===== src/hw/rtl/record_bubble_sorter_defines.svh =====
// Assertion macros shared by the record bubble sorter RTL.
`ifndef RECORD_BUBBLE_SORTER_DEFINES_SVH
`define RECORD_BUBBLE_SORTER_DEFINES_SVH
`ifndef SYNTHESIS
`define RBS_ASSERT_CLK(label, clk, rst, prop) \
   label: assert property (@(posedge clk) disable iff (rst) prop) \
      else $error("record_bubble_sorter assertion failed");
`define RBS_ASSERT(label, prop) `RBS_ASSERT_CLK(label, clock, reset, prop)
`else
`define RBS_ASSERT_CLK(label, clk, rst, prop)
`define RBS_ASSERT(label, prop)
`endif
`endif


===== src/hw/rtl/rbs_pkg.sv =====
// Types, constants and helpers of the record bubble sorter.
`default_nettype none
package rbs_pkg;
   localparam int unsigned MAX_RECORDS_DEF = 32;
   localparam int unsigned GRADE_W = 8;
   localparam int unsigned LEN_W = 6;
   localparam int unsigned MODE_W = 2;
   localparam int unsigned CHUNK_W = 56;
   localparam int unsigned NAME_CHUNKS = 7;
   localparam int unsigned NAME_BYTES = 49;
   localparam int unsigned NAME_BITS = NAME_CHUNKS * CHUNK_W;

   localparam logic [MODE_W-1:0] MODE_GRADE = 2'd0;
   localparam logic [MODE_W-1:0] MODE_LENGTH = 2'd1;
   localparam logic [MODE_W-1:0] MODE_ALPHA = 2'd2;

   typedef struct packed {
      logic [GRADE_W-1:0] grade;
      logic [LEN_W-1:0] length;
      logic [NAME_BITS-1:0] name;
   } record_type;

   // Chunk zero sits in the top bits of the name so that byte order follows bit order.
   function automatic logic [CHUNK_W-1:0] chunk_get(input logic [NAME_BITS-1:0] name,
                                                    input int unsigned k);
      return name[(NAME_CHUNKS - 1 - k) * CHUNK_W +: CHUNK_W];
   endfunction
endpackage
`default_nettype wire


===== src/hw/rtl/rbs_compare.sv =====
// Record comparator: decides whether record a must move behind record b.
`default_nettype none
module rbs_compare (
   input wire logic [rbs_pkg::MODE_W-1:0] sort_mode,
   input wire rbs_pkg::record_type rec_a,
   input wire rbs_pkg::record_type rec_b,
   output logic moves_behind
);
   localparam int unsigned NB = rbs_pkg::NAME_BYTES;
   localparam int unsigned NBITS = rbs_pkg::NAME_BITS;

   logic [NB-1:0] zero_byte;
   logic [NB-1:0] keep_byte;
   logic [NBITS-1:0] masked_a;
   logic [NBITS-1:0] masked_b;

   // A name ends at record a's first zero byte; bytes of both names after it take no part in the order.
   always_comb begin
      for (int i = 0; i < NB; i++) begin
         zero_byte[i] = (rec_a.name[NBITS - 1 - 8 * i -: 8] == 8'd0);
      end
      for (int i = 0; i < NB; i++) begin
         keep_byte[i] = ~|(zero_byte & ((NB'(1) << i) - NB'(1)));
      end
      for (int i = 0; i < NB; i++) begin
         masked_a[NBITS - 1 - 8 * i -: 8] = keep_byte[i] ? rec_a.name[NBITS - 1 - 8 * i -: 8]
                                                          : 8'd0;
         masked_b[NBITS - 1 - 8 * i -: 8] = keep_byte[i] ? rec_b.name[NBITS - 1 - 8 * i -: 8]
                                                          : 8'd0;
      end
   end

   always_comb begin
      unique case (sort_mode)
         rbs_pkg::MODE_GRADE: moves_behind = (rec_a.grade < rec_b.grade);
         rbs_pkg::MODE_LENGTH: moves_behind = (rec_a.length > rec_b.length);
         rbs_pkg::MODE_ALPHA: moves_behind = (masked_a > masked_b);
         default: moves_behind = 1'b0;
      endcase
   end
endmodule
`default_nettype wire


===== config.mk =====
export PLATFORM = sky130hd
export DESIGN_NAME = rbs_compare
export DESIGN_NICKNAME = d
export VERILOG_FILES = /design/src/hw/rtl/record_bubble_sorter_defines.svh /design/src/hw/rtl/rbs_pkg.sv /design/src/hw/rtl/rbs_compare.sv
export SDC_FILE = /design/constraint.sdc
export NUM_CORES = 1
export LEC_CHECK = 0
export CORE_AREA = 2 2 317 319
export DETAILED_ROUTE_END_ITERATION = 7
export DIE_AREA = 0 0 319 321
export DONT_BUFFER_PORTS = 1
export GPL_ROUTABILITY_DRIVEN = 0
export MAX_ROUTING_LAYER = met4
export PLACE_DENSITY = 0.31
export REMOVE_ABC_BUFFERS = 1
export SLEW_MARGIN = 10
export SYNTH_ARGS = -nofsm -noshare
export SYNTH_HDL_FRONTEND = slang
export SYNTH_SLANG_ARGS = --single-unit

===== constraint.sdc =====
create_clock -name vclk -period 6.35
set_input_delay 0.635 -clock vclk [all_inputs]
set_output_delay 0.635 -clock vclk [all_outputs]
set_load 0.02 [all_outputs]

==> results of run 1 <==
==> power by group <==
part | internal, mW | total [mW] | switching, mW
logic | 0.600 | 1.33 | 0.730
clock network | 0.000000857 | 0.000000857 | 0
registers | 0 | 0 | 0
total | 0.600 | 1.33 | 0.730
==> cell families after synthesis <==
| family | share of synthesized area |
|---|---|
| AO/OA/AOI/OAI | 0.152 |
| adder cells (fa/ha/maj) | 0.358 |
| buffers and inverters | 0.0285 |
| AND/OR/NAND/NOR | 0.462 |
==> area by class of cell <==
cell class / instances / area [um^2]
repair buffers: 111 / 900
inverters: 31 / 116
fillers: 11500 / 82600
diodes: 41 / 103
well taps: 1298 / 1620
multi-input cells: 2006 / 13900
==> how the worst min path moves through the flow <==
stage | cells past startpoint | slack [ps] | from | to
2_1_floorplan | 2 | 1510 | sort_mode[1] | moves_behind
3_3_place_gp | 3 | 1630 | sort_mode[1] | moves_behind
3_5_place_dp | 3 | 1620 | sort_mode[1] | moves_behind
4_1_cts | 3 | 1630 | sort_mode[1] | moves_behind
5_1_grt | 3 | 1660 | sort_mode[1] | moves_behind
6_report | 3 | 1620 | sort_mode[1] | moves_behind
==> critical path, delay by kind of cell <==
family	cells	cell delay, ps
buffers and inverters	8	1410
adders and majority gates	1	330
and+or+nand+nor	9	1730
AOI/OAI and AO/OA	7	1240
==> per-stage QoR <==
stage / power (mW) / cell area, um^2 / std cells / TNS [ps] / utilization
finish: 1.33 / 16600 / 3487 / 0 / 0.168
global route: 1.54 / 16600 / 3483 / 0 / 0.167
CTS: 1.34 / 16400 / 3439 / 0 / 0.165
detailed placement: 1.32 / 16300 / 3436 / -686 / 0.165
global placement: 1.30 / 16300 / 3435 / -1610 / 0.164
floorplan: 0.919 / 13900 / 2037 / -433 / -
==> cells in the final DEF (no fill, tap or decap), types with 41 or more instances in the layout <==
cell type,count
nand2_1,487
ha_1,405
and2_1,282
a21oi_1,148
and3_1,121
buf_4,105
nand4_1,90
nor4_1,89
nor2_1,55
a21o_1,50
o21ai_0,47
nand3_1,43
diode_2,41
==> what timing repair did <==
item / in CTS / in global routing
buffers inserted: 3 / 7
resized for setup: 8 / 18
setup endpoints to repair: 1 / 1
pin swaps: 5 / 11
==> layer usage <==
layer	global-route usage	vias up	share of wire
met2	0.301	610	0.53
li1	-	7880	-
met4	0.0246	0	0.014
met5	-	-	0
met1	0.154	7406	0.37
met3	0.0533	44	0.089
==> results.ini, run 1 <==
[routing]
routedWlPerCell_um=23.8
wl_um=83100
drc_errors=0
via_count=15900
vias_per_cell=4.57
drt_iter0_drc=648
drt_first_pass_iters=5
final_antenna_net_count=0

[synthesis]
netlist_top_cells_area=ha_1 (36%), nand2_1 (13%), and2_1 (13%)
avgSynthCellArea_um2=6.72
seq_area_frac_synth=0
yosys-top-cells-count=nand2_1 (488), ha_1 (405), and2_1 (283)
yosysMostFrequentCell=nand2_1
synth_top_area_frac=0.358
synth.distinct_cells=59
syn-cell-area_mm2=0.0142
yosysTopAreaCell=ha_1
synth_warnings=0
netlist_instances=2108

[die]
start_util=0.143
fp-row-count=116
fp.coreArea_mm2=0.0993
die_y_um=321
ios=815
fp.dieW_um=319
die_area_mm2=0.102

[power_and_ir_drop]
ir_worst_vdd_mv=0.0239
powerDensity_mw_per_mm2=79.9
leakagePower_nw=8.01

[global_route]
grt_max_degree=35
grt_pass1_wl_um=115000
antenna_found_initial=38
track_usage=0.157
grt_overflow_total=0
first_global_vias=16300

[hold_path]
hold_class=input port to primary output

[sta]
maxSlewHeadroom=0.346
hold_viol=0
worst_slew_pin_slew_ps=972
hold_ws_ps=1620
drv_slew=0
rsz0062_at_grt=no
layout_setup_ws_ps=339
fmax_mhz=166
setup_viol=0
fin_crit_sh=0.947
fin_crit_ps=6010

[placed_design]
io_buffers=0
dp_slack_ps=-686
dp_hpwl_um=78400

[run_status]
status=complete, no violations

[worst_setup_path]
critPathCapture=moves_behind
crit_fanout=24
cp-end-kind=primary output
worstPathArrival_ps=5380
slowest_stage=or4_1
crit_type=input port to primary output
cp.required_ps=5710
start_kind=input port
cpPeakStageDelay_ps=610
crit_path_frequent_cell=buf_4
crit_path_start=rec_a[299]

[cells_and_area]
nClkBuffers=0
drive_gt1_frac=0.0717
fin_nets=3369
nFlopsAndLatches=0
register_area_um2=0
area_growth_pct=17.5

[job]
cap_violations=0

[clock_network]
holdBufCountCts=0

Power figures use the tool's default switching activity.
==> run 2, diff against run 1 <==
ABC_AREA = 1   (was default)
PLACE_DENSITY = 0.33   (was 0.31)
==> results.ini, run 2 <==
[die]
fp.dieW_um=319  ; unchanged
fp-row-count=116  ; unchanged
die_area_mm2=0.102  ; unchanged
ios=815  ; unchanged
fp.coreArea_mm2=0.0993  ; unchanged
die_y_um=321  ; unchanged
start_util=0.161  ; was 0.143

[worst_setup_path]
worstPathArrival_ps=5070  ; was 5380 ps
path_buf_inv=4  ; was 8
crit_path_frequent_cell=nand2_1  ; was buf_4
start_kind=input port  ; unchanged
critical-path-top-delay-family=simple AND/OR/NAND/NOR gates  ; unchanged
cp.required_ps=5710  ; about the same
crit_fanout=45  ; was 24
crit_type=input port to primary output  ; unchanged
cpPeakStageDelay_ps=320  ; was 610 ps
slowest_stage=nor3b_1  ; was or4_1
cp-end-kind=primary output  ; unchanged

[synthesis]
seq_area_frac_synth=0  ; unchanged
yosys-top-cells-count=nand2_1 (655), nor2_1 (541), inv_1 (519)  ; was nand2_1 (488), ha_1 (405), and2_1 (283)
synth_warnings=0  ; unchanged
netlist_instances=2904  ; was 2,108
yosysTopAreaCell=ha_1  ; unchanged
synth_top_area_frac=0.316  ; was 0.358
netlist_top_cells_area=ha_1 (32%), nand2_1 (15%), nor2_1 (13%)  ; was ha_1 (36%), nand2_1 (13%), and2_1 (13%)
avgSynthCellArea_um2=5.52  ; was 6.72 um^2
synth_xor_area_frac=0  ; unchanged
synthSimpleGateAreaFrac=0.452  ; was 0.462
synth_mux_area_frac=0  ; unchanged
yosysMostFrequentCell=nand2_1  ; unchanged
syn-cell-area_mm2=0.0160  ; was 0.0142 mm^2
synth_top_family_by_area=simple AND/OR/NAND/NOR gates  ; unchanged
synth_fa_ha_area_frac=0.316  ; was 0.358
synth.distinct_cells=43  ; was 59
synth-compound-area-share=0.0930  ; was 0.152

[global_route]
top_usage_layer=met2  ; unchanged
gr-usage-met2=0.290  ; was 0.301
grt_max_degree=46  ; was 35
antenna_found_initial=19  ; was 38
use_met1=0.167  ; was 0.154
grt_pass1_wl_um=117000  ; was 115,000 um
track_usage=0.155  ; was 0.157
first_global_vias=18400  ; was 16,300
met3_usage=0.0431  ; was 0.0533
grt_overflow_total=0  ; unchanged

[routing]
drt_first_pass_iters=5  ; unchanged
routedWlPerCell_um=19.2  ; was 23.8 um
wl_um=81300  ; was 83,100 um
via_count=17900  ; was 15,900
vias_per_cell=4.23  ; was 4.57
drc_errors=0  ; unchanged
final_antenna_net_count=0  ; unchanged
drt_iter0_drc=771  ; was 648

[sta]
fin_crit_sh=0.898  ; was 0.947
fin_crit_ps=5700  ; was 6010 ps
layout_setup_ws_ps=648  ; was 339 ps
hold_viol=0  ; unchanged
setup_viol=0  ; unchanged
rsz0062_at_grt=no  ; unchanged
worst_slew_pin_slew_ps=1060  ; was 972 ps
fmax_mhz=175  ; was 166 MHz
drv_slew=0  ; unchanged
maxSlewHeadroom=0.294  ; was 0.346
hold_ws_ps=1770  ; was 1620 ps

[cells_and_area]
final_common_cell=nand2_1  ; unchanged
register_area_um2=0  ; unchanged
finish.instance_area_mm2=0.0179  ; was 0.0166 mm^2
area_growth_pct=11.4  ; was 17.5%
drive_gt1_frac=0.0395  ; was 0.0717
fin_nets=4132  ; was 3,369
nClkBuffers=0  ; unchanged
final_cells=4229  ; was 3,487
final_cell_mix=nand2_1 (655), nor2_1 (540), inv_1 (519)  ; was nand2_1 (487), ha_1 (405), and2_1 (282)
nFlopsAndLatches=0  ; unchanged

[job]
cap_violations=0  ; unchanged

[hold_path]
hold_class=input port to primary output  ; unchanged

[placed_design]
io_buffers=0  ; unchanged
dpl_cell_area_mm2=0.0177  ; was 0.0163 mm^2
dp_slack_ps=-122  ; was -686 ps
placed_cells=4204  ; was 3,436
dp_hpwl_um=76000  ; was 78,400 um

[run_status]
status=complete, no violations  ; unchanged

-- run 2: final timing paths --
kind	startpoint	to	slack (ps)	cells past startpoint
worst max-delay path	rec_a[263]	moves_behind	650	29
worst min-delay path	sort_mode[0]	moves_behind	1770	6
-- run 2: metal layers --
layer  up-vias  part of all wire
li1       9477                 -
met1      7867              0.41
met2       522              0.51
met3        40             0.073
met4         0             0.012
met5         -                 0
-- run 2: cell type report --
class              count  area (um^2)
well taps           1298         1620
inverters            535         2020
fillers            11900        81400
multi-input cells   2338        13800
diodes                20         50.0
repair buffers        38          335
-- run 2: logic make-up (layout without fill, tap and decap cells) --
family          count (synthesis)  after routing
compound gates                274            274
fa+ha+maj                     405            405
buf+inv                       566            573
other cells                     0             20
simple gates                 1659           1659
-- run 2: what timing repair did --
| item | in CTS | in global routing |
|---|---|---|
| resized for setup | 1 | 5 |
| endpoints found under the hold margin | 0 | 0 |
| buffers inserted | 3 | 2 |
| hold buffers | 0 | 0 |
| pin swaps | 1 | 1 |
| endpoints found under the setup margin | 1 | 1 |
-- run 2: through the flow --
step / setup TNS [ps] / utilization
finish: 0 / 0.180
floorplan: -402 / -
CTS: 0 / 0.179
global route: 0 / 0.180
global placement: -145 / 0.179
detailed placement: -122 / 0.179
